<file path="src/rtl/r2fft_pkg.sv">
`default_nettype none
// ============================================================================
// r2fft_pkg
// Shared types, constants and functions of the radix-2 FFT engine.
// ============================================================================
package r2fft_pkg;

    localparam int N_MAX  = 64;
    localparam int LG_MAX = 6;
    localparam int ADDR_W = 6;
    localparam int LG_MIN = 2;

    // one input item
    typedef struct packed {
        logic signed [15:0] sample_re;
        logic signed [15:0] sample_im;
    } t_sample;

    // one result item
    typedef struct packed {
        logic signed [31:0] bin_re;
        logic signed [31:0] bin_im;
        logic [5:0]         bin_index;
        logic               last_bin;
    } t_bin;

    // buffer word
    typedef struct packed {
        logic signed [31:0] re;
        logic signed [31:0] im;
    } t_cplx;

    typedef struct packed {
        logic signed [15:0] re;
        logic signed [15:0] im;
    } t_twiddle;

    typedef enum logic [3:0] {
        ST_LOAD,
        ST_RD,
        ST_MRE,
        ST_MIM,
        ST_RND,
        ST_WRP,
        ST_WRM,
        ST_ORD,
        ST_OUT
    } t_state;

    typedef enum logic [1:0] {
        BF_IDLE,
        BF_MUL_RE,
        BF_MUL_IM,
        BF_ROUND
    } t_bf_op;

    typedef enum logic [1:0] {
        WS_LOAD,
        WS_TOP,
        WS_BOT
    } t_wsel;

    // sequencer to buffer / output register
    typedef struct packed {
        logic              we;
        logic [ADDR_W-1:0] waddr;
        t_wsel             wsel;
        logic              re;
        logic [ADDR_W-1:0] raddr_a;
        logic [ADDR_W-1:0] raddr_b;
        logic              out_load;
        logic [5:0]        out_index;
        logic              out_last;
    } t_seq_ctl;

    // sequencer to butterfly unit
    typedef struct packed {
        t_bf_op   op;
        t_twiddle w;
    } t_bf_ctl;

    // clamp the size register into the supported range
    function automatic logic [2:0] active_lg(input logic [2:0] sz);
        logic [2:0] l;
        l = sz;
        if (sz < 3'(LG_MIN)) l = 3'(LG_MIN);
        if (sz > 3'(LG_MAX)) l = 3'(LG_MAX);
        return l;
    endfunction

    // reverse the low lg bits of idx
    function automatic logic [ADDR_W-1:0] bit_rev(input logic [ADDR_W-1:0] idx,
                                                  input logic [2:0] lg);
        logic [ADDR_W-1:0] r;
        for (int b = 0; b < ADDR_W; b++) r[b] = idx[ADDR_W-1-b];
        return r >> (3'(LG_MAX) - lg);
    endfunction

    // quarter wave of cos, 32768 scale
    function automatic logic [16:0] qcos(input logic [4:0] j);
        logic [16:0] v;
        case (j)
            5'd0:    v = 17'd32768;
            5'd1:    v = 17'd32610;
            5'd2:    v = 17'd32138;
            5'd3:    v = 17'd31357;
            5'd4:    v = 17'd30274;
            5'd5:    v = 17'd28899;
            5'd6:    v = 17'd27246;
            5'd7:    v = 17'd25330;
            5'd8:    v = 17'd23170;
            5'd9:    v = 17'd20788;
            5'd10:   v = 17'd18205;
            5'd11:   v = 17'd15447;
            5'd12:   v = 17'd12540;
            5'd13:   v = 17'd9512;
            5'd14:   v = 17'd6393;
            5'd15:   v = 17'd3212;
            default: v = 17'd0;
        endcase
        return v;
    endfunction

    function automatic logic signed [15:0] sat16(input logic signed [17:0] v);
        logic signed [15:0] r;
        if (v > 18'sd32767)       r = 16'sh7fff;
        else if (v < -18'sd32768) r = 16'sh8000;
        else                      r = v[15:0];
        return r;
    endfunction

    // twiddle exp(-i*2*pi*k/64), Q1.15
    function automatic t_twiddle twiddle(input logic [4:0] k);
        logic signed [17:0] vr;
        logic signed [17:0] vi;
        t_twiddle t;
        if (k <= 5'd16) begin
            vr = signed'({1'b0, qcos(k)});
            vi = -signed'({1'b0, qcos(5'(5'd16 - k))});
        end else begin
            vr = -signed'({1'b0, qcos(5'(6'd32 - {1'b0, k}))});
            vi = -signed'({1'b0, qcos(5'(k - 5'd16))});
        end
        t.re = sat16(vr);
        t.im = sat16(vi);
        return t;
    endfunction

    function automatic logic signed [31:0] sat32(input logic signed [35:0] v);
        logic signed [31:0] r;
        if (v > 36'sh0_7fff_ffff)       r = 32'sh7fff_ffff;
        else if (v < -36'sh0_8000_0000) r = 32'sh8000_0000;
        else                            r = v[31:0];
        return r;
    endfunction

endpackage
`default_nettype wire

</file>
<file path="src/rtl/r2fft_bfly.sv">
`default_nettype none
// ============================================================================
// r2fft_bfly
// Shared butterfly unit: two 16x32 multipliers forming one half of the
// complex product per cycle, round-to-nearest, and saturated sum/difference.
// ============================================================================
module r2fft_bfly (
    input  wire logic              i_clk,
    input  wire r2fft_pkg::t_bf_ctl i_ctl,
    input  wire r2fft_pkg::t_cplx  i_a,
    input  wire r2fft_pkg::t_cplx  i_x,
    output r2fft_pkg::t_cplx       o_top,
    output r2fft_pkg::t_cplx       o_bot
);

    logic signed [15:0] ma0;
    logic signed [15:0] ma1;
    logic signed [47:0] m0;
    logic signed [47:0] m1;
    logic signed [48:0] n_acc;
    logic signed [48:0] r_acc;
    logic signed [34:0] rnd;
    logic signed [34:0] r_pr;
    logic signed [34:0] r_pi;

    // operand select: real half uses wr*xr - wi*xi, imag half wi*xr + wr*xi
    always_comb begin
        if (i_ctl.op == r2fft_pkg::BF_MUL_RE) begin
            ma0 = i_ctl.w.re;
            ma1 = i_ctl.w.im;
        end else begin
            ma0 = i_ctl.w.im;
            ma1 = i_ctl.w.re;
        end
    end

    assign m0 = ma0 * i_x.re;
    assign m1 = ma1 * i_x.im;

    always_comb begin
        if (i_ctl.op == r2fft_pkg::BF_MUL_RE) n_acc = 49'(m0) - 49'(m1);
        else                                  n_acc = 49'(m0) + 49'(m1);
    end

    // round half up, drop 15 fraction bits
    assign rnd = 35'((50'(r_acc) + 50'sd16384) >>> 15);

    always_ff @(posedge i_clk) begin
        case (i_ctl.op)
            r2fft_pkg::BF_MUL_RE: begin
                r_acc <= n_acc;
            end
            r2fft_pkg::BF_MUL_IM: begin
                r_pr  <= rnd;
                r_acc <= n_acc;
            end
            r2fft_pkg::BF_ROUND: begin
                r_pi <= rnd;
            end
            default: begin
            end
        endcase
    end

    // butterfly outputs
    assign o_top.re = r2fft_pkg::sat32(36'(i_a.re) + 36'(r_pr));
    assign o_top.im = r2fft_pkg::sat32(36'(i_a.im) + 36'(r_pi));
    assign o_bot.re = r2fft_pkg::sat32(36'(i_a.re) - 36'(r_pr));
    assign o_bot.im = r2fft_pkg::sat32(36'(i_a.im) - 36'(r_pi));

endmodule
`default_nettype wire

</file>
<file path="config.mk">
export PLATFORM = sky130hd
export DESIGN_NAME = r2fft_bfly
export DESIGN_NICKNAME = d
export VERILOG_FILES = /design/src/rtl/r2fft_pkg.sv /design/src/rtl/r2fft_bfly.sv
export SDC_FILE = /design/constraint.sdc
export NUM_CORES = 2
export LEC_CHECK = 0
export ABC_AREA = 1
export ABC_CLOCK_PERIOD_IN_PS = 29700
export BUFFER_PORTS_ARGS = -buffer_cell sky130_fd_sc_hd__buf_2
export CAP_MARGIN = 20
export CORE_MARGIN = 2
export CORE_UTILIZATION = 40
export CTS_CLUSTER_SIZE = 40
export DETAILED_ROUTE_END_ITERATION = 7
export MAX_ROUTING_LAYER = met4
export PLACE_DENSITY = 0.62
export SYNTH_ARGS = -nofsm -noshare
export SYNTH_HDL_FRONTEND = slang
export SYNTH_SLANG_ARGS = --single-unit
</file>
<file path="constraint.sdc">
create_clock -name i_clk -period 29.7 [get_ports i_clk]
set_input_delay 2.97 -clock i_clk [delete_from_list [all_inputs] [get_ports i_clk]]
set_output_delay 2.97 -clock i_clk [all_outputs]
set_load 0.005 [all_outputs]
</file>
==> impl_results.md <==
* Status: finished, final reports clean
* Longest Clk Path Bufs at 2
* Synthesis-to-layout area growth at 6.364%
* Worst Max-Slew Pin Slew at around 1.0 ns
* Setup Buffers After CTS at 0
* Post-CTS sizing at 0
* Critical path required time at 29.85 ns
* CP startpoint kind: primary input
* Filler cells at 14360
* Global-route usage over all layers at roughly 28%
* # rows at between 100 and 150
* IO Count at between 200 and 300
* Final net count at 9328
* Largest net degree at the start of global routing at 60
* Cell area after synthesis at approximately 55000 um2
* CTS clk-pin slew, worst paths at ~0.070 ns
* Full die area at approximately 140000 um2
* Unrepaired setup endpoints after global routing: no
* Final hold vios at 0
* Leading area contributor after synthesis: fa_1
* Setup WS post-layout at around 16 ns
* Final setup viols at 0
* Synth top area cells: fa_1 (36%), inv_1 (13%), nand2_1 (12%)
* Clock Sinks at between 100 and 150
* Remaining DRCs at 0
* Initial antenna violation count at 7
* Commonest cells post-synth: inv_1 (1843), nand2_1 (1809), fa_1 (976)
* Clock skew at 0.01502 ns
* Post-synth EDFFs at 105
* Final wirelength at about 190000 um
* Non-Filler Instances at around 9600
* Synth Register Bits at around 110
* Mapped Cells at roughly 7600
* Setup TNS at 0 ns
* Cts bufs inserted at 9
* First-pass GRT wire length at between 200000 and 300000 um
* Initial DRC Count at 4062
* Count leader, synth: inv_1
* Crit end category: flip-flop
* Pre-CTS setup slack at roughly 16 ns
* Area of the multi-input gates at between 40000 and 50000 um2
* Vias at ~50000
* Hold Path Class: flip-flop to flip-flop
* HPWL after DPL at about 170000 um
* Normalized max-slew margin at 30.29%
* DRT antenna net count at 0
* Most used cell, CP: nand2_1
* Sequential share of the synthesized area at under 10%
* Root buffer cell: clkbuf_16
* Routability cong. at ~1.1
* Worst Path Max Fanout at a little under 60
* Top_reg_cell synth: edfxtp_1
* Tcrit/Tclk final at between 40% and 50%
* Syn_nets at 9203
* Clk_lat worst skew at approximately 0.35 ns
* Synth async-reset ratio at 0%
* Max-Cap Viols at 0
* Final hold slack at 0.6773 ns
* Avg Vias per Cell at about 5
* Yosys warns at 0
* Die Width at around 370 um
* Count of pins over their slew limit at 0
* Seq. cell area at around 3200 um2
* TritonCTS clock tree: yes
* Fin crit period at roughly 14 ns
* Drt pass-1 iters at 6
* Synth cell types at 65
* Core area at between 100000 and 150000 um2
* Fmax at roughly 73 MHz
* Crit path DAT at about 14 ns
* CTS Hold Buffers Added at 0
* Vias in the first global route at 49780
* Max stage delay on crit path at between 0.6 and 0.7 ns
* GRT Residual Overflow at 0
* Worst path slowest cell: inv_1
* Fraction of layout cells with a size suffix above 1 at under 10%
* Placed insts at 9545
* Wire per inst at slightly below 20 um
* Post-synth top area share at roughly 36%
* CTS H-tree lvls at 3
* Initial Utilization at between 40% and 50%
* Kind of critical path: primary input to flip-flop
* Die Ht at roughly 370 um
* PortBufs at slightly below 300
* Synthesized area per cell at between 7 and 8 um2
==> registers in the layout (all words and copies together) (netlist names) <==
signal	cells
r_pi	35
r_acc	35
r_pr	35
==> path summary, 6_finish.rpt <==
check	startpoint	endpoint	slack (ns)	cells past startpoint
min reg2reg	r_acc[19]$_DFFE_PP_	r_pi[4]$_DFFE_PN_	0.68	1
min	r_acc[19]$_DFFE_PP_	r_pi[4]$_DFFE_PN_	0.68	1
max reg2reg	r_acc[14]$_DFFE_PP_	r_pr[33]$_DFFE_PN_	26.97	12
max	i_ctl[33]	r_acc[44]$_DFFE_PP_	15.97	45
==> critical path: cells and delay by family <==
family / cells / cell delay, ns
compound gates: 4 / 0.92
buf+inv: 12 / 1.89
fa+ha+maj: 9 / 4.17
xor+xnor: 3 / 0.71
simple gates: 17 / 3.19
==> cells in the final DEF, fill, tap and decap left out, drive strengths merged, types with 5 or more instances in the layout <==
master   count
o221ai      14
nand3b      13
o2111ai      6
xnor2       67
diode        7
nor2       832
o21bai      18
o21a        18
o31ai       10
and3         7
xor2       237
clkinv      17
nor4        22
a21boi      13
buf        346
nand3      147
clkbuf       9
nand4       48
o21ai      204
a211oi       7
nand2     1838
a22oi        5
a31oi       44
fa         976
a21o        22
or2         25
a21oi      346
o211ai      17
ha         423
nor3        60
inv       1863
edfxtp     105
==> final cells by class <==
| type | count | area share [%] |
|---|---|---|
| antenna | 7 | 0.02993 |
| timing repair buffer | 346 | 3.360 |
| inverter | 1873 | 12.01 |
| sequential | 105 | 5.387 |
| tap | 1794 | 3.835 |
| clock buffer | 9 | 0.3848 |
| clock inverter | 7 | 0.08978 |
| multi-input combinational | 5431 | 74.90 |
==> metal layers <==
| metal | wire [um] | GRT usage, % | up-vias |
|---|---|---|---|
| met5 | 0 | - | - |
| met4 | 4581 | 5.972 | 0 |
| met1 | 84310 | 37.80 | 23930 |
| met3 | 11750 | 2.288 | 203 |
| met2 | 87610 | 44.81 | 1766 |
| li1 | - | - | 22930 |
==> kinds of logic after synthesis <==
logic type,Yosys count,share of synthesized area (%)
fa+ha+maj,1399,45.13
flops,105,5.730
compound gates,732,7.603
buf+inv,2105,14.64
xor+xnor,304,4.934
simple gates,2996,21.96
==> through the flow <==
stage	utilization, %	cell area (um2)
after floorplan	-	55030
after global placement	42.40	58080
after detailed placement	42.44	58140
after CTS	42.64	58410
after global routing	42.72	58520
final	42.73	58530
Power is left out: the tool's default activity adds up to more than one toggle a clock period on the data nets, which glitch-free logic cannot reach.
