## src/rtl/r2fft_pkg.sv

```systemverilog
`default_nettype none
// ============================================================================
// r2fft_pkg
// Shared types, constants and functions of the radix-2 FFT engine.
// ============================================================================
package r2fft_pkg;

    localparam int N_MAX  = 64;
    localparam int LG_MAX = 6;
    localparam int ADDR_W = 6;
    localparam int LG_MIN = 2;

    // one input item
    typedef struct packed {
        logic signed [15:0] sample_re;
        logic signed [15:0] sample_im;
    } t_sample;

    // one result item
    typedef struct packed {
        logic signed [31:0] bin_re;
        logic signed [31:0] bin_im;
        logic [5:0]         bin_index;
        logic               last_bin;
    } t_bin;

    // buffer word
    typedef struct packed {
        logic signed [31:0] re;
        logic signed [31:0] im;
    } t_cplx;

    typedef struct packed {
        logic signed [15:0] re;
        logic signed [15:0] im;
    } t_twiddle;

    typedef enum logic [3:0] {
        ST_LOAD,
        ST_RD,
        ST_MRE,
        ST_MIM,
        ST_RND,
        ST_WRP,
        ST_WRM,
        ST_ORD,
        ST_OUT
    } t_state;

    typedef enum logic [1:0] {
        BF_IDLE,
        BF_MUL_RE,
        BF_MUL_IM,
        BF_ROUND
    } t_bf_op;

    typedef enum logic [1:0] {
        WS_LOAD,
        WS_TOP,
        WS_BOT
    } t_wsel;

    // sequencer to buffer / output register
    typedef struct packed {
        logic              we;
        logic [ADDR_W-1:0] waddr;
        t_wsel             wsel;
        logic              re;
        logic [ADDR_W-1:0] raddr_a;
        logic [ADDR_W-1:0] raddr_b;
        logic              out_load;
        logic [5:0]        out_index;
        logic              out_last;
    } t_seq_ctl;

    // sequencer to butterfly unit
    typedef struct packed {
        t_bf_op   op;
        t_twiddle w;
    } t_bf_ctl;

    // clamp the size register into the supported range
    function automatic logic [2:0] active_lg(input logic [2:0] sz);
        logic [2:0] l;
        l = sz;
        if (sz < 3'(LG_MIN)) l = 3'(LG_MIN);
        if (sz > 3'(LG_MAX)) l = 3'(LG_MAX);
        return l;
    endfunction

    // reverse the low lg bits of idx
    function automatic logic [ADDR_W-1:0] bit_rev(input logic [ADDR_W-1:0] idx,
                                                  input logic [2:0] lg);
        logic [ADDR_W-1:0] r;
        for (int b = 0; b < ADDR_W; b++) r[b] = idx[ADDR_W-1-b];
        return r >> (3'(LG_MAX) - lg);
    endfunction

    // quarter wave of cos, 32768 scale
    function automatic logic [16:0] qcos(input logic [4:0] j);
        logic [16:0] v;
        case (j)
            5'd0:    v = 17'd32768;
            5'd1:    v = 17'd32610;
            5'd2:    v = 17'd32138;
            5'd3:    v = 17'd31357;
            5'd4:    v = 17'd30274;
            5'd5:    v = 17'd28899;
            5'd6:    v = 17'd27246;
            5'd7:    v = 17'd25330;
            5'd8:    v = 17'd23170;
            5'd9:    v = 17'd20788;
            5'd10:   v = 17'd18205;
            5'd11:   v = 17'd15447;
            5'd12:   v = 17'd12540;
            5'd13:   v = 17'd9512;
            5'd14:   v = 17'd6393;
            5'd15:   v = 17'd3212;
            default: v = 17'd0;
        endcase
        return v;
    endfunction

    function automatic logic signed [15:0] sat16(input logic signed [17:0] v);
        logic signed [15:0] r;
        if (v > 18'sd32767)       r = 16'sh7fff;
        else if (v < -18'sd32768) r = 16'sh8000;
        else                      r = v[15:0];
        return r;
    endfunction

    // twiddle exp(-i*2*pi*k/64), Q1.15
    function automatic t_twiddle twiddle(input logic [4:0] k);
        logic signed [17:0] vr;
        logic signed [17:0] vi;
        t_twiddle t;
        if (k <= 5'd16) begin
            vr = signed'({1'b0, qcos(k)});
            vi = -signed'({1'b0, qcos(5'(5'd16 - k))});
        end else begin
            vr = -signed'({1'b0, qcos(5'(6'd32 - {1'b0, k}))});
            vi = -signed'({1'b0, qcos(5'(k - 5'd16))});
        end
        t.re = sat16(vr);
        t.im = sat16(vi);
        return t;
    endfunction

    function automatic logic signed [31:0] sat32(input logic signed [35:0] v);
        logic signed [31:0] r;
        if (v > 36'sh0_7fff_ffff)       r = 32'sh7fff_ffff;
        else if (v < -36'sh0_8000_0000) r = 32'sh8000_0000;
        else                            r = v[31:0];
        return r;
    endfunction

endpackage
`default_nettype wire

```

## src/rtl/r2fft_seq.sv

```systemverilog
`default_nettype none
// ============================================================================
// r2fft_seq
// Sequencer: sample loading in bit-reversed order, butterfly schedule over
// stages, and bin unload with the output valid flag.
// ============================================================================
module r2fft_seq (
    input  wire logic                i_clk,
    input  wire logic                i_rst_n,
    input  wire logic                i_in_valid,
    output logic                     o_in_ready,
    input  wire logic                i_out_ready,
    output logic                     o_out_valid,
    input  wire logic                i_cfg_valid,
    output logic                     o_cfg_ready,
    input  wire logic [2:0]          i_cfg_data,
    output r2fft_pkg::t_seq_ctl      o_ctl,
    output r2fft_pkg::t_bf_ctl       o_bf
);

    r2fft_pkg::t_state r_state;
    r2fft_pkg::t_state n_state;
    logic [6:0] r_cnt;
    logic [6:0] n_cnt;
    logic [2:0] r_stage;
    logic [2:0] n_stage;
    logic [4:0] r_bf;
    logic [4:0] n_bf;
    logic [5:0] r_k;
    logic [5:0] n_k;
    logic [2:0] r_size;
    logic [2:0] n_size;
    logic       r_ovalid;
    logic       n_ovalid;

    logic [2:0] lg;
    logic [6:0] n_len;
    logic [5:0] bf6;
    logic [5:0] span;
    logic [5:0] lmask;
    logic [5:0] addr_p;
    logic [5:0] addr_m;
    logic [5:0] grp;
    logic       in_acc;
    logic       cfg_acc;
    logic       out_free;
    logic       bf_last;
    logic       k_last;

    assign lg     = r2fft_pkg::active_lg(r_size);
    assign n_len  = 7'(1) << lg;

    // butterfly addressing: insert a zero at bit position stage
    assign bf6    = {1'b0, r_bf};
    assign span   = 6'(1) << r_stage;
    assign lmask  = span - 6'd1;
    assign addr_p = ((bf6 & ~lmask) << 1) | (bf6 & lmask);
    assign addr_m = addr_p | span;
    assign grp    = bf6 & lmask;

    assign bf_last  = ({2'b00, r_bf} == 7'((n_len >> 1) - 7'd1));
    assign k_last   = ({1'b0, r_k} == 7'(n_len - 7'd1));
    assign out_free = !r_ovalid || i_out_ready;

    // a pending size write goes first, the sample waits until it is taken
    assign o_in_ready  = (r_state == r2fft_pkg::ST_LOAD) && !i_cfg_valid;
    assign o_cfg_ready = (r_state == r2fft_pkg::ST_LOAD);
    assign o_out_valid = r_ovalid;
    assign in_acc      = i_in_valid && o_in_ready;
    assign cfg_acc     = i_cfg_valid && o_cfg_ready;

    // next state and counters
    always_comb begin
        n_state = r_state;
        n_cnt   = r_cnt;
        n_stage = r_stage;
        n_bf    = r_bf;
        n_k     = r_k;
        n_size  = r_size;
        case (r_state)
            r2fft_pkg::ST_LOAD: begin
                if (cfg_acc) begin
                    n_size = i_cfg_data;
                    n_cnt  = 7'd0;
                end else if (in_acc) begin
                    if (r_cnt + 7'd1 == n_len) begin
                        n_cnt   = 7'd0;
                        n_stage = 3'd0;
                        n_bf    = 5'd0;
                        n_state = r2fft_pkg::ST_RD;
                    end else begin
                        n_cnt = r_cnt + 7'd1;
                    end
                end
            end
            r2fft_pkg::ST_RD:  n_state = r2fft_pkg::ST_MRE;
            r2fft_pkg::ST_MRE: n_state = r2fft_pkg::ST_MIM;
            r2fft_pkg::ST_MIM: n_state = r2fft_pkg::ST_RND;
            r2fft_pkg::ST_RND: n_state = r2fft_pkg::ST_WRP;
            r2fft_pkg::ST_WRP: n_state = r2fft_pkg::ST_WRM;
            r2fft_pkg::ST_WRM: begin
                if (bf_last) begin
                    n_bf = 5'd0;
                    if (r_stage == lg - 3'd1) begin
                        n_k     = 6'd0;
                        n_state = r2fft_pkg::ST_ORD;
                    end else begin
                        n_stage = r_stage + 3'd1;
                        n_state = r2fft_pkg::ST_RD;
                    end
                end else begin
                    n_bf    = r_bf + 5'd1;
                    n_state = r2fft_pkg::ST_RD;
                end
            end
            r2fft_pkg::ST_ORD: n_state = r2fft_pkg::ST_OUT;
            r2fft_pkg::ST_OUT: begin
                if (out_free) begin
                    if (k_last) begin
                        n_state = r2fft_pkg::ST_LOAD;
                    end else begin
                        n_k     = r_k + 6'd1;
                        n_state = r2fft_pkg::ST_ORD;
                    end
                end
            end
            default: n_state = r2fft_pkg::ST_LOAD;
        endcase
    end

    // control outputs
    always_comb begin
        o_ctl           = '0;
        o_ctl.wsel      = r2fft_pkg::WS_LOAD;
        o_bf.op         = r2fft_pkg::BF_IDLE;
        o_bf.w          = r2fft_pkg::twiddle(5'(grp << (3'(r2fft_pkg::LG_MAX - 1) - r_stage)));
        o_ctl.raddr_a   = addr_p;
        o_ctl.raddr_b   = addr_m;
        o_ctl.out_index = r_k;
        o_ctl.out_last  = k_last;
        case (r_state)
            r2fft_pkg::ST_LOAD: begin
                o_ctl.we    = in_acc && !cfg_acc;
                o_ctl.waddr = r2fft_pkg::bit_rev(r_cnt[5:0], lg);
                o_ctl.wsel  = r2fft_pkg::WS_LOAD;
            end
            r2fft_pkg::ST_RD:  o_ctl.re = 1'b1;
            r2fft_pkg::ST_MRE: o_bf.op  = r2fft_pkg::BF_MUL_RE;
            r2fft_pkg::ST_MIM: o_bf.op  = r2fft_pkg::BF_MUL_IM;
            r2fft_pkg::ST_RND: o_bf.op  = r2fft_pkg::BF_ROUND;
            r2fft_pkg::ST_WRP: begin
                o_ctl.we    = 1'b1;
                o_ctl.waddr = addr_p;
                o_ctl.wsel  = r2fft_pkg::WS_TOP;
            end
            r2fft_pkg::ST_WRM: begin
                o_ctl.we    = 1'b1;
                o_ctl.waddr = addr_m;
                o_ctl.wsel  = r2fft_pkg::WS_BOT;
            end
            r2fft_pkg::ST_ORD: begin
                o_ctl.re      = 1'b1;
                o_ctl.raddr_a = r_k;
            end
            r2fft_pkg::ST_OUT: begin
                o_ctl.raddr_a  = r_k;
                o_ctl.out_load = out_free;
            end
            default: begin
            end
        endcase
    end

    // output valid flag
    always_comb begin
        n_ovalid = r_ovalid;
        if (o_ctl.out_load)    n_ovalid = 1'b1;
        else if (i_out_ready)  n_ovalid = 1'b0;
    end

    always_ff @(posedge i_clk) begin
        if (!i_rst_n) begin
            r_state  <= r2fft_pkg::ST_LOAD;
            r_cnt    <= 7'd0;
            r_stage  <= 3'd0;
            r_bf     <= 5'd0;
            r_k      <= 6'd0;
            r_size   <= 3'(r2fft_pkg::LG_MAX);
            r_ovalid <= 1'b0;
        end else begin
            r_state  <= n_state;
            r_cnt    <= n_cnt;
            r_stage  <= n_stage;
            r_bf     <= n_bf;
            r_k      <= n_k;
            r_size   <= n_size;
            r_ovalid <= n_ovalid;
        end
    end

endmodule
`default_nettype wire

```

## config.mk

```make
export PLATFORM = sky130hd
export DESIGN_NAME = r2fft_seq
export DESIGN_NICKNAME = d
export VERILOG_FILES = /design/src/rtl/r2fft_pkg.sv /design/src/rtl/r2fft_seq.sv
export SDC_FILE = /design/constraint.sdc
export NUM_CORES = 1
export LEC_CHECK = 0
export BUFFER_PORTS_ARGS = -buffer_cell sky130_fd_sc_hd__buf_2
export CAP_MARGIN = 20
export CORE_MARGIN = 4
export CORE_UTILIZATION = 65
export CTS_CLUSTER_DIAMETER = 40
export DETAILED_ROUTE_END_ITERATION = 8
export PLACE_DENSITY = 0.95
export SLEW_MARGIN = 20
export SYNTH_ARGS = -nofsm -noshare
export SYNTH_HDL_FRONTEND = slang
export SYNTH_SLANG_ARGS = --single-unit
```

## constraint.sdc

```tcl
create_clock -name i_clk -period 12.8 [get_ports i_clk]
set_input_delay 1.92 -clock i_clk [delete_from_list [all_inputs] [get_ports i_clk]]
set_output_delay 1.92 -clock i_clk [all_outputs]
set_load 0.005 [all_outputs]
```

==> metrics.txt, run 1 <==
# TYPE chip_impl_metric gauge
chip_impl_metric{name="timing.final.setup_violations",unit=""} 0
chip_impl_metric{name="drive_gt1_share",unit="%"} 15.0
chip_impl_metric{name="numPortBuffers",unit=""} 74
chip_impl_metric{name="maximum_clock_path_buffer_count",unit=""} 2
chip_impl_metric{name="final.hold.worst_slack",unit="ns"} 0.477
chip_impl_metric{name="max-cap-violations",unit=""} 0
chip_impl_metric{name="tightestPinTransition",unit="ns"} 0.986
chip_impl_metric{name="final_area",unit="um^2"} 6040
chip_impl_metric{name="drc",unit=""} 0
chip_impl_metric{name="detail_route.vias_per_cell",unit=""} 7.12
chip_impl_metric{name="worstPathRequired",unit="ns"} 10.88
chip_impl_metric{name="total_vias_in_the_final_route",unit=""} 6879
chip_impl_metric{name="clock_skew",unit="ns"} 0.00721
chip_impl_metric{name="later_pin_clock_latency_in_the_skew_report",unit="ns"} 0.28
chip_impl_metric{name="fillerInstances",unit=""} 713
chip_impl_metric{name="async_sr_flop_fraction",unit="%"} 0
chip_impl_info{name="post_synth_main_area_contributors",value="dfxtp_1 10%, ha_1 6.4%, nand2_1 6.2%"} 1
chip_impl_metric{name="dp_cells",unit=""} 958
chip_impl_metric{name="wire_per_inst",unit="um"} 20.7
chip_impl_metric{name="yosysSeqAreaShare",unit="%"} 10.3
chip_impl_metric{name="dr.first_iter.drc_count",unit=""} 1126
chip_impl_metric{name="crit_path_max_fanout",unit=""} 33
chip_impl_metric{name="design.core.area",unit="um^2"} 8340
chip_impl_metric{name="fmax",unit="MHz"} 106
chip_impl_metric{name="dp.final_hpwl",unit="um"} 15100
chip_impl_metric{name="grt_pass1_wl",unit="um"} 31500
chip_impl_metric{name="finalNetCount",unit=""} 897
chip_impl_metric{name="first_global_vias",unit=""} 5938
chip_impl_metric{name="clock_sinks",unit=""} 29
chip_impl_metric{name="timing.final.max_slew_violations",unit=""} 0
chip_impl_metric{name="initial_antenna_violation_count",unit=""} 0
chip_impl_info{name="ys_dominant_reg_cell",value="dfxtp_1"} 1
chip_impl_metric{name="max_slew_margin",unit="%"} 34.3
chip_impl_metric{name="fp-row-count",unit=""} 33
chip_impl_metric{name="design.portCount",unit=""} 75
chip_impl_info{name="clock-root-buffer",value="clkbuf_8"} 1
chip_impl_metric{name="tritoncts.num_buffers",unit=""} 5
chip_impl_metric{name="groute.usage.overall",unit="%"} 37.9
chip_impl_metric{name="start_util",unit="%"} 67.7
chip_impl_metric{name="p_leak",unit="nW"} 2.57
chip_impl_metric{name="worst_ir_drop_vdd",unit="mV"} 0.0471
chip_impl_metric{name="globalRouteOverflowTotal",unit=""} 0
chip_impl_metric{name="dpl_worst_slack",unit="ns"} 3.95
chip_impl_metric{name="min_period",unit="ns"} 9.44
chip_impl_metric{name="yosys.cell_types.count",unit=""} 88
chip_impl_metric{name="fin_crit_sh",unit="%"} 73.7
chip_impl_metric{name="timing.critical_path.arrival",unit="ns"} 7.52
chip_impl_metric{name="total_power",unit="mW"} 0.218
chip_impl_info{name="holdCritPathClass",value="reg2reg"} 1
chip_impl_info{name="run_status",value="completed"} 1
chip_impl_metric{name="syn_avg_cell_area",unit="um^2"} 6.79
chip_impl_metric{name="post_synth_instance_area",unit="um^2"} 5650
chip_impl_info{name="tritoncts",value="built"} 1
chip_impl_metric{name="yosysWarningCount",unit=""} 0
chip_impl_metric{name="fp.dieW",unit="um"} 101
chip_impl_metric{name="route.antenna.remaining_nets",unit=""} 0
chip_impl_metric{name="synth_enable_flop_cells",unit=""} 0
chip_impl_metric{name="detail_route.wirelength",unit="um"} 20000
chip_impl_info{name="path_class",value="reg2out"} 1
chip_impl_metric{name="hold_buffers",unit=""} 0
chip_impl_info{name="grt_setup_unrepaired",value="false"} 1
chip_impl_metric{name="setup_tns_final",unit="ns"} 0
chip_impl_info{name="worstSetupStartpointType",value="flip-flop"} 1
chip_impl_metric{name="stdcell_count",unit=""} 966
chip_impl_metric{name="ctsResizeCount",unit=""} 0
chip_impl_metric{name="finalWeightedCongestion",unit=""} 1.04
chip_impl_metric{name="synth_largest_type_area_fraction",unit="%"} 10.3
chip_impl_metric{name="number_of_synthesized_register_bits",unit=""} 29
chip_impl_metric{name="cellPowerDensity",unit="nW/um^2"} 36.0
chip_impl_metric{name="finalHoldViolations",unit=""} 0
chip_impl_metric{name="chipHeight",unit="um"} 101
chip_impl_metric{name="grt_max_degree",unit=""} 47
chip_impl_metric{name="postCtsSetupBuffers",unit=""} 0
chip_impl_metric{name="syn-instance-count",unit=""} 832
chip_impl_metric{name="area_delta_synth_final",unit="%"} 6.93
chip_impl_metric{name="clk_pin_slew",unit="ns"} 0.07
chip_impl_metric{name="placedInstanceArea",unit="um^2"} 5920
chip_impl_metric{name="dr.pass1.iters",unit=""} 6
chip_impl_metric{name="cts_max_level",unit=""} 2
chip_impl_metric{name="die_area",unit="um^2"} 10200
chip_impl_metric{name="finish.utilization",unit="%"} 72.4
chip_impl_metric{name="final_critical_path_setup_slack",unit="ns"} 3.36
chip_impl_info{name="setup.worst_path.end_class",value="output pin"} 1
chip_impl_metric{name="synthesis.nets",unit=""} 869
chip_impl_metric{name="final_antenna_diode_count",unit=""} 0
chip_impl_info{name="yosys.area.top_type",value="dfxtp_1"} 1
==> report_power, final <==
| part | internal [mW] | total [mW] | switching [mW] |
|---|---|---|---|
| Combinational | 0.0105 | 0.0241 | 0.0136 |
| Sequential | 0.0910 | 0.0933 | 0.00227 |
| Clock | 0.0634 | 0.100 | 0.0368 |
==> cell type report <==
type / instances / area [um^2] / area share (%)
flip-flops and latches: 29 / 581 / 9.61
clock inverters: 1 / 30.0 / 0.497
inverters: 30 / 113 / 1.86
multi-input cells: 713 / 4680 / 77.4
repair buffers: 81 / 423 / 7.00
well taps: 105 / 131 / 2.18
clock buffers: 7 / 86.3 / 1.43
==> cell usage in the layout (no fill, tap or decap), drive strengths merged, types with 4 or more instances in the layout <==
master,instances
o31ai,6
a21boi,5
xnor2,28
o2111ai,4
o211ai,7
nor2b,25
nor3b,4
o32ai,6
buf,81
a22oi,5
inv,27
clkbuf,7
o21ai,53
nand2,94
mux2i,18
nand3b,7
nor3,28
dfxtp,29
a22o,4
ha,29
nand3,24
a211o,6
a2111oi,12
a21o,14
and2,14
o22ai,12
xor2,17
o21a,4
nand2b,15
a211oi,18
and3,9
nand4,11
nor2,74
a31oi,16
mux2,7
or3,11
a21oi,64
nor4,11
a32oi,6
==> sequential cells by signal (all words and copies together), names as in the netlist <==
signal,flops
r_stage,3
o_out_valid,1
r_state,4
r_k,6
r_cnt,7
r_size,3
r_bf,5
==> cell families (layout without fill, tap and decap cells) <==
| group | count (synthesis) | count (layout) | synth area share (%) |
|---|---|---|---|
| and+or+nand+nor | 346 | 346 | 31.9 |
| AOI/OAI and AO/OA | 266 | 266 | 32.1 |
| buffers and inverters | 90 | 119 | 6.93 |
| xor gates and xnor gates | 46 | 46 | 7.38 |
| adders and majority gates | 29 | 29 | 6.42 |
| DFF | 29 | 29 | 10.3 |
| muxes | 26 | 26 | 4.98 |
==> routing by layer <==
| metal | vias to the layer above | global-route usage [%] | wire length [um] |
|---|---|---|---|
| li1 | 3125 | - | - |
| met1 | 3152 | 56.7 | 8120 |
| met2 | 543 | 54.3 | 8300 |
| met3 | 59 | 10.5 | 3110 |
| met4 | 0 | 7.36 | 462 |
| met5 | - | 0 | 0 |
==> path summary, 6_finish.rpt <==
| kind | startpoint | to | cells past startpoint | slack [ns] |
|---|---|---|---|---|
| max reg2reg | r_size[2] | r_k[5] | 18 | 7.81 |
| max | r_stage[0] | o_bf[20] | 23 | 3.36 |
| min reg2reg | r_size[0] | r_size[0] | 2 | 0.48 |
| min | r_size[0] | r_size[0] | 2 | 0.48 |
==> cells in the mapped netlist (4+ instances only) <==
library cell   n
mux2i_1       18
dfxtp_1       29
a21o_1        14
a2111oi_0     10
a31oi_1       16
xor2_1        17
o31ai_1        5
nor3b_1        4
a211oi_1      18
nand2_1       94
a22oi_1        5
o21a_1         4
ha_1          29
o2111ai_1      4
o32ai_1        5
a211o_1        6
a21boi_0       4
and2_1        14
nor3_1        26
a32oi_1        6
o21ai_0       47
o211ai_1       6
xnor2_1       28
a22o_1         4
nor2b_1       24
nand4_1       11
or3_1         11
clkbuf_1      37
a21oi_1       62
mux2_2         7
nor4_1         8
nand3b_1       7
and3_1         9
nand2b_1      14
inv_1         25
nor2_1        73
nand3_1       23
o22ai_1       12
buf_4          5
buf_2         16
==> worst max-delay path, stage by stage, from the launching register on <==
cell	delay, ns
dfxtp_1	0.72
inv_1	0.22
ha_1	0.34
and2b_1	0.24
inv_2	0.10
ha_1	0.25
nor2b_1	0.07
mux2i_1	0.40
o22ai_1	0.16
a22oi_1	0.20
mux2_2	0.29
clkinv_1	0.42
ha_1	0.46
buf_4	0.32
inv_1	0.36
nand2_1	0.18
a2111oi_0	0.09
nand4b_1	0.35
a2111oi_2	0.38
and4bb_1	0.30
nand2b_1	0.14
a32oi_1	0.84
o21ai_0	0.21
buf_2	0.19
Power figures use the tool's default switching activity.
==> run 2, diff against run 1 <==
CORE_UTILIZATION = 55   (was 65)
PLACE_DENSITY = 0.89   (was 0.95)
clock period = 8.5 ns   (was 12.8 ns; I/O delays follow)
==> run 2 against run 1 <==
Global-route usage shrank 7.3 points. Critical path depth down 1. Count of clock-buffer cells in the layout is the same. Die area increased by 17%. Clock power rose by 51%. Power up 50%. Worst setup slack got worse by 2.8 ns. Largest cell class unchanged. Register-to-register slack got worse by 3.7 ns. Core utilization shrank 11 points. Combinational power rose by 50%. Highest routed layer unchanged. Sequential power is 50% higher.
==> metrics.txt, run 2 (synthesis gave the netlist of run 1 again) <==
# TYPE chip_impl_metric gauge
chip_impl_metric{name="clock_sinks",unit=""} 29
chip_impl_metric{name="r2r_setup_slack",unit="ns"} 4.07
chip_impl_metric{name="maximum_clock_path_buffer_count",unit=""} 2
chip_impl_info{name="grt_setup_unrepaired",value="false"} 1
chip_impl_metric{name="finalNetCount",unit=""} 897
chip_impl_metric{name="cts_max_level",unit=""} 2
chip_impl_metric{name="final_antenna_diode_count",unit=""} 0
chip_impl_metric{name="initial_antenna_violation_count",unit=""} 0
chip_impl_metric{name="timing.critical_path.arrival",unit="ns"} 6.67
chip_impl_metric{name="grt_pass1_wl",unit="um"} 29900
chip_impl_metric{name="p_leak",unit="nW"} 2.57
chip_impl_info{name="path_common_cell",value="ha_1"} 1
chip_impl_metric{name="timing.final.max_slew_violations",unit=""} 0
chip_impl_metric{name="max_slew_margin",unit="%"} 29.3
chip_impl_metric{name="fillerInstances",unit=""} 887
chip_impl_metric{name="sw_frac_of_total",unit="%"} 24.2
chip_impl_metric{name="drive_gt1_share",unit="%"} 15.2
chip_impl_info{name="cp_top_family",value="compound AO/OA/AOI/OAI gates"} 1
chip_impl_info{name="register_bank_with_the_most_flops",value="r_cnt"} 1
chip_impl_metric{name="dr.first_iter.drc_count",unit=""} 1072
chip_impl_metric{name="power.clock.fraction",unit="%"} 46.1
chip_impl_info{name="holdCritPathClass",value="reg2reg"} 1
chip_impl_info{name="run_status",value="completed"} 1
chip_impl_metric{name="combPwrFrac",unit="%"} 11.0
chip_impl_metric{name="finalWeightedCongestion",unit=""} 1.03
chip_impl_metric{name="globalRouteOverflowTotal",unit=""} 0
chip_impl_metric{name="dp.final_hpwl",unit="um"} 13700
chip_impl_info{name="largest_registers_ranked_by_flip_flop_count",value="r_cnt (7), r_k (6), r_bf (5)"} 1
chip_impl_info{name="path_class",value="reg2out"} 1
chip_impl_metric{name="finalHoldViolations",unit=""} 0
chip_impl_metric{name="crit_path_max_fanout",unit=""} 32
chip_impl_info{name="cp_cell_sequence",value="inv_1, ha_1, and2b_1, inv_2, ha_1, nor2b_1, xor2_1, a22o_1, a31oi_1, mux2_2, clkinv_1, ha_1, buf_4, or3_1, a211oi_1, a2111oi_2, nand2b_1, a21o_1, or3b_1, a21oi_2, o21ba_2, buf_2"} 1
chip_impl_info{name="tritoncts",value="built"} 1
chip_impl_metric{name="worst_ir_drop_vdd",unit="mV"} 0.106
chip_impl_metric{name="max-cap-violations",unit=""} 0
chip_impl_metric{name="fmax",unit="MHz"} 126
chip_impl_metric{name="setup_tns_final",unit="ns"} 0
chip_impl_metric{name="fin_crit_sh",unit="%"} 93.5
chip_impl_metric{name="design.portCount",unit=""} 75
chip_impl_metric{name="groute.usage.overall",unit="%"} 30.7
chip_impl_metric{name="multiInputGateArea",unit="um^2"} 4680
chip_impl_metric{name="register_cell_area_after_layout",unit="um^2"} 582
chip_impl_metric{name="intPower",unit="mW"} 0.248
chip_impl_metric{name="dr.pass1.iters",unit=""} 6
chip_impl_metric{name="chipHeight",unit="um"} 109
chip_impl_metric{name="numPortBuffers",unit=""} 74
chip_impl_metric{name="die_area",unit="um^2"} 12000
chip_impl_metric{name="later_pin_clock_latency_in_the_skew_report",unit="ns"} 0.29
chip_impl_metric{name="clk_pin_slew",unit="ns"} 0.07
chip_impl_metric{name="grt_max_degree",unit=""} 33
chip_impl_metric{name="detail_route.vias_per_cell",unit=""} 6.84
chip_impl_metric{name="final.hold.worst_slack",unit="ns"} 0.469
chip_impl_metric{name="total_vias_in_the_final_route",unit=""} 6796
chip_impl_metric{name="power_frac_seq",unit="%"} 42.9
chip_impl_metric{name="p_switching",unit="mW"} 0.0792
chip_impl_metric{name="ctsResizeCount",unit=""} 0
chip_impl_info{name="critPathSlowestCell",value="dfxtp_1"} 1
chip_impl_info{name="layout.cells.most_common_list",value="94 x nand2_1, 74 x buf_2, 73 x nor2_1"} 1
chip_impl_metric{name="first_global_vias",unit=""} 6010
chip_impl_metric{name="start_util",unit="%"} 57.3
chip_impl_metric{name="tritoncts.num_buffers",unit=""} 5
chip_impl_info{name="worstSetupStartpointType",value="flip-flop"} 1
chip_impl_metric{name="largest_register_ffs",unit=""} 7
chip_impl_metric{name="tightestPinTransition",unit="ns"} 1.06
chip_impl_metric{name="timing.final.setup_violations",unit=""} 0
chip_impl_metric{name="area_delta_synth_final",unit="%"} 7.71
chip_impl_metric{name="route.antenna.remaining_nets",unit=""} 0
chip_impl_metric{name="drc",unit=""} 0
chip_impl_metric{name="postCtsSetupBuffers",unit=""} 0
chip_impl_info{name="setup.worst_path.end_class",value="output pin"} 1
chip_impl_metric{name="fp-row-count",unit=""} 36
chip_impl_metric{name="fp.dieW",unit="um"} 109
chip_impl_metric{name="wire_per_inst",unit="um"} 18.5
chip_impl_metric{name="timing.critical_path.buf_inv",unit=""} 5
chip_impl_info{name="clock-root-buffer",value="clkbuf_8"} 1
chip_impl_metric{name="min_period",unit="ns"} 7.95
chip_impl_metric{name="cellPowerDensity",unit="nW/um^2"} 53.8
chip_impl_metric{name="worstPathRequired",unit="ns"} 7.22
chip_impl_metric{name="detail_route.wirelength",unit="um"} 18400
chip_impl_metric{name="hold_buffers",unit=""} 0
chip_impl_metric{name="design.core.area",unit="um^2"} 9860
chip_impl_metric{name="clock_skew",unit="ns"} 0.00742
chip_impl_metric{name="timing.critical_path.slowest_cell_delay",unit="ns"} 0.56
chip_impl_info{name="mostFrequentLayoutCell",value="nand2_1"} 1
-- run 2: cell count changes in the layout (fill, tap and decap cells not counted) --
cell | before | now
a32oi_2 | 0 | 1
a32oi_1 | 6 | 5
dfxtp_1 | 29 | 28
dfxtp_2 | 0 | 1
-- run 2: per-layer routing --
layer	vias up	track usage, %	wire [um]
li1	3139	-	-
met5	-	0	0
met1	3097	39.6	7080
met4	0	15.2	912
met3	101	6.58	2080
met2	459	48.2	8300
-- run 2: worst register-to-register path: cells and delay by family (launching register included) --
kind	cells	cell delay [ns]
AO/OA/AOI/OAI	3	0.34
XOR/XNOR	1	0.13
adder cells (fa/ha/maj)	2	0.58
buffers and inverters	4	0.53
flip-flops	1	0.69
AND/OR/NAND/NOR	7	2.10
-- run 2: layout make-up --
cell class | count | area share [%]
Multi-Input combinational cell | 713 | 77.0
Sequential cell | 29 | 9.56
Timing Repair Buffer | 81 | 6.95
Tap cell | 133 | 2.74
Inverter | 30 | 1.85
Clock buffer | 7 | 1.42
Clock inverter | 1 | 0.494
-- run 2: power by group through the flow --
stage          registers, mW  clock network (mW)  logic (mW)
2_1_floorplan          0.141                   0      0.0270
3_3_place_gp           0.143                   0      0.0346
3_5_place_dp           0.143                   0      0.0354
4_1_cts                0.140               0.152      0.0359
5_1_grt                0.140               0.158      0.0402
6_report               0.140               0.151      0.0361
-- run 2: path summary, 6_finish.rpt --
kind / startpoint / to / cells after the start
setup / recovery: r_stage[1] / o_bf[22] / 22
hold / removal: r_size[0] / r_size[0] / 2
setup reg to reg: r_size[2] / r_k[5] / 17
hold reg to reg: r_size[0] / r_size[0] / 2
-- run 2: through the flow --
step	cell area [um^2]	total power, mW	std cells	util [%]	setup slack, ns
floorplan	5650	0.168	832	-	1.91
global placement	5960	0.178	986	60.4	1.12
detailed placement	5960	0.179	986	60.4	0.739
CTS	6070	0.328	994	61.6	0.428
global route	6080	0.339	994	61.7	0.152
finish	6080	0.327	994	61.7	0.554
==> run 3, diff against run 2 <==
ABC_AREA = 1   (was default)
CELL_PAD_IN_SITES_DETAIL_PLACEMENT = 1   (was default)
CELL_PAD_IN_SITES_GLOBAL_PLACEMENT = 1   (was default)
CORE_UTILIZATION = 37   (was 55)
PLACE_DENSITY = 0.88   (was 0.89)
==> run 3 against run 2 <==
Sequential share of layout area up 0.20 points. Register-to-register slack better by 0.08 ns. Critical path depth unchanged. Sequential power about the same. Fmax up 12%. Count of clock-buffer cells in the layout unchanged. Final cell count up 19%. Synthesized cell count up 14%. Global-route usage down 5.8 points. Largest power group unchanged.
==> metrics.txt, run 3 <==
# TYPE chip_impl_metric gauge
chip_impl_info{name="grt_setup_unrepaired",value="false"} 1
chip_impl_info{name="run_status",value="completed"} 1
chip_impl_info{name="post_synth_main_area_contributors",value="nand2_1 20%, dfxtp_1 11%, nand3_1 9.7%"} 1
chip_impl_metric{name="design.portCount",unit=""} 75
chip_impl_metric{name="synth.area.mux_share",unit="%"} 0
chip_impl_metric{name="combPwrFrac",unit="%"} 12.3
chip_impl_metric{name="later_pin_clock_latency_in_the_skew_report",unit="ns"} 0.28
chip_impl_metric{name="power_frac_seq",unit="%"} 38.5
chip_impl_metric{name="synth_enable_flop_cells",unit=""} 0
chip_impl_info{name="holdCritPathClass",value="reg2reg"} 1
chip_impl_metric{name="globalRouteOverflowTotal",unit=""} 0
chip_impl_metric{name="register_cell_area_after_layout",unit="um^2"} 581
chip_impl_metric{name="synth_compound_area_share",unit="%"} 14.6
chip_impl_metric{name="postCtsSetupBuffers",unit=""} 0
chip_impl_metric{name="fp.dieW",unit="um"} 129
chip_impl_metric{name="clock_sinks",unit=""} 29
chip_impl_metric{name="synth-adder-area-share",unit="%"} 6.71
chip_impl_metric{name="power.clock.fraction",unit="%"} 49.3
chip_impl_metric{name="clk_pin_slew",unit="ns"} 0.06
chip_impl_metric{name="final_antenna_diode_count",unit=""} 0
chip_impl_metric{name="finalNetCount",unit=""} 1037
chip_impl_metric{name="tightestPinTransition",unit="ns"} 1.10
chip_impl_metric{name="timing.final.setup_violations",unit=""} 0
chip_impl_metric{name="start_util",unit="%"} 38.4
chip_impl_info{name="clock-root-buffer",value="clkbuf_16"} 1
chip_impl_metric{name="dr.first_iter.drc_count",unit=""} 571
chip_impl_metric{name="timing.critical_path.slowest_cell_delay",unit="ns"} 0.76
chip_impl_metric{name="number_of_synthesized_register_bits",unit=""} 29
chip_impl_metric{name="min_period",unit="ns"} 7.09
chip_impl_metric{name="synth_xor_area_share",unit="%"} 3.40
chip_impl_metric{name="dp_cells",unit=""} 1173
chip_impl_metric{name="dp.final_hpwl",unit="um"} 16900
chip_impl_metric{name="fmax",unit="MHz"} 141
chip_impl_metric{name="cts_max_level",unit=""} 2
chip_impl_metric{name="die_area",unit="um^2"} 16600
chip_impl_metric{name="design.core.area",unit="um^2"} 14100
chip_impl_metric{name="route.antenna.remaining_nets",unit=""} 0
chip_impl_info{name="synth_most_common_cell",value="nand2_1"} 1
chip_impl_metric{name="cellPowerDensity",unit="nW/um^2"} 61.1
chip_impl_info{name="cp_cell_sequence",value="inv_2, ha_1, nand2_8, ha_1, nor2_1, nand2_1, nand2_4, nand2_2, a21boi_1, nand3_1, ha_1, inv_1, nand3_1, ha_1, inv_1, nor2_2, nand4_1, o21bai_1, nand2_1, nand2_4, nand2_1, buf_2"} 1
chip_impl_info{name="setup.worst_path.end_class",value="output pin"} 1
chip_impl_metric{name="synth_largest_type_area_fraction",unit="%"} 19.6
chip_impl_metric{name="timing.critical_path.arrival",unit="ns"} 5.81
chip_impl_metric{name="yosysSeqAreaShare",unit="%"} 10.7
chip_impl_metric{name="synthesis.nets",unit=""} 985
chip_impl_metric{name="p_leak",unit="nW"} 3.19
chip_impl_metric{name="max_slew_margin",unit="%"} 26.6
chip_impl_metric{name="numPortBuffers",unit=""} 74
chip_impl_metric{name="area_delta_synth_final",unit="%"} 9.97
chip_impl_info{name="path_class",value="reg2out"} 1
chip_impl_metric{name="post_synth_instance_area",unit="um^2"} 5410
chip_impl_metric{name="grt_max_degree",unit=""} 32
chip_impl_metric{name="p_switching",unit="mW"} 0.0949
chip_impl_metric{name="synth-simple-area-share",unit="%"} 52.1
chip_impl_metric{name="finalWeightedCongestion",unit=""} 0.971
chip_impl_metric{name="max-cap-violations",unit=""} 0
chip_impl_metric{name="tritoncts.num_buffers",unit=""} 5
chip_impl_info{name="yosys.area.top_type",value="nand2_1"} 1
chip_impl_info{name="synth.top_cells.by_count",value="282 x nand2_1, 105 x nand3_1, 102 x inv_1"} 1
chip_impl_metric{name="largest_register_ffs",unit=""} 7
chip_impl_metric{name="final_area",unit="um^2"} 5950
chip_impl_metric{name="async_sr_flop_fraction",unit="%"} 0
chip_impl_metric{name="initial_antenna_violation_count",unit=""} 0
chip_impl_metric{name="dr.pass1.iters",unit=""} 4
chip_impl_metric{name="timing.final.max_slew_violations",unit=""} 0
chip_impl_metric{name="first_global_vias",unit=""} 6277
chip_impl_metric{name="fillerInstances",unit=""} 2037
chip_impl_metric{name="fp-row-count",unit=""} 43
chip_impl_info{name="ys_dominant_reg_cell",value="dfxtp_1"} 1
chip_impl_info{name="synth_top_family_by_area",value="simple AND/OR/NAND/NOR gates"} 1
chip_impl_metric{name="syn_avg_cell_area",unit="um^2"} 5.70
chip_impl_metric{name="clock_skew",unit="ns"} 0.00939
chip_impl_metric{name="yosys.cell_types.count",unit=""} 50
chip_impl_metric{name="wire_per_inst",unit="um"} 17.9
chip_impl_metric{name="ctsResizeCount",unit=""} 0
chip_impl_metric{name="hold_buffers",unit=""} 0
chip_impl_metric{name="worstPathRequired",unit="ns"} 7.22
chip_impl_metric{name="maximum_clock_path_buffer_count",unit=""} 2
chip_impl_info{name="layout.cells.most_common_list",value="282 x nand2_1, 105 x nand3_1, 102 x inv_1"} 1
chip_impl_metric{name="yosysWarningCount",unit=""} 0
chip_impl_info{name="worstSetupStartpointType",value="flip-flop"} 1
chip_impl_info{name="tritoncts",value="built"} 1
chip_impl_metric{name="multiInputGateArea",unit="um^2"} 4160
chip_impl_metric{name="drc",unit=""} 0
chip_impl_info{name="path_common_cell",value="ha_1"} 1
chip_impl_info{name="mostFrequentLayoutCell",value="nand2_1"} 1
chip_impl_metric{name="sw_frac_of_total",unit="%"} 26.1
chip_impl_metric{name="grt_pass1_wl",unit="um"} 33500
chip_impl_metric{name="intPower",unit="mW"} 0.268
chip_impl_metric{name="chipHeight",unit="um"} 129
chip_impl_info{name="largest_registers_ranked_by_flip_flop_count",value="r_cnt (7), r_k (6), r_bf (5)"} 1
chip_impl_metric{name="stdcell_count",unit=""} 1180
chip_impl_metric{name="crit_path_max_fanout",unit=""} 18
chip_impl_metric{name="drive_gt1_share",unit="%"} 18.4
chip_impl_metric{name="total_vias_in_the_final_route",unit=""} 6549
chip_impl_info{name="register_bank_with_the_most_flops",value="r_cnt"} 1
chip_impl_metric{name="worst_ir_drop_vdd",unit="mV"} 0.0618
chip_impl_metric{name="total_power",unit="mW"} 0.363
chip_impl_metric{name="placedInstanceArea",unit="um^2"} 5800
chip_impl_metric{name="detail_route.wirelength",unit="um"} 21100
chip_impl_metric{name="detail_route.vias_per_cell",unit=""} 5.55
chip_impl_metric{name="setup_tns_final",unit="ns"} 0
chip_impl_metric{name="syn-instance-count",unit=""} 948
chip_impl_metric{name="groute.usage.overall",unit="%"} 24.9
chip_impl_metric{name="fin_crit_sh",unit="%"} 83.4
chip_impl_metric{name="finalHoldViolations",unit=""} 0
chip_impl_info{name="critPathSlowestCell",value="a21boi_1"} 1
chip_impl_metric{name="finish.utilization",unit="%"} 42.2
==> run 3: cell types whose count changed in the layout (fill, tap and decap cells not counted), sizes merged, moves of 15 or more <==
cell / change
a211oi: -15
a21oi: -23
a31oi: -16
inv: +93
mux2i: -18
nand2: +226
nand2b: -15
nand3: +108
nor2b: -25
nor3: -15
o21ai: +15
xnor2: -21
==> run 3: worst paths after layout <==
path              start        end  slack, ns  cells after the start
max          r_stage[0]   o_bf[17]       1.41                     22
min           r_size[0]  r_size[0]       0.48                      2
max reg2reg   r_size[2]     r_k[5]       4.15                     16
min reg2reg   r_size[0]  r_size[0]       0.48                      2
==> run 3: power groups by stage <==
stage	Combinational, mW	Sequential (mW)	Clock (mW)
after floorplan	0.0291	0.141	0
after global placement	0.0410	0.142	0
after detailed placement	0.0428	0.142	0
after CTS	0.0438	0.140	0.179
after global routing	0.0482	0.140	0.186
final	0.0445	0.140	0.179
==> run 3: worst max-delay path: cells and delay by family, from the launching register on <==
family / cells / cell delay [ns]
AND/OR/NAND/NOR: 12 / 1.72
adder cells (fa/ha/maj): 4 / 1.56
AO/OA/AOI/OAI: 2 / 0.92
flip-flops: 1 / 0.41
buffers and inverters: 4 / 0.93
==> run 3: layout make-up <==
class                      instances  area share (%)
timing repair buffer              76            6.48
multi-input combinational        767            69.9
tap                              180            3.79
sequential                        29            9.76
inverter                         121            7.68
clock buffer                       7            2.40
==> run 3: stage by stage <==
stage	hold WS [ns]	setup WS, ns
6_report	0.481	1.41
5_1_grt	0.496	0.913
4_1_cts	0.473	1.51
3_5_place_dp	0.465	1.84
3_3_place_gp	0.459	2.06
2_1_floorplan	0.444	3.09
==> run 3: kinds of logic after synthesis <==
kind of cell    count (synthesis)
simple gates                  577
buf+inv                       152
compound gates                140
fa+ha+maj                      29
flops                          29
xor+xnor                       21
==> run 3: per-layer routing <==
layer	global-route usage, %	part of all wire (%)	up-vias
li1	-	-	3186
met1	35.2	47	3094
met2	38.1	44	224
met3	5.60	7.4	45
met4	6.61	2.3	0
met5	0	0	-
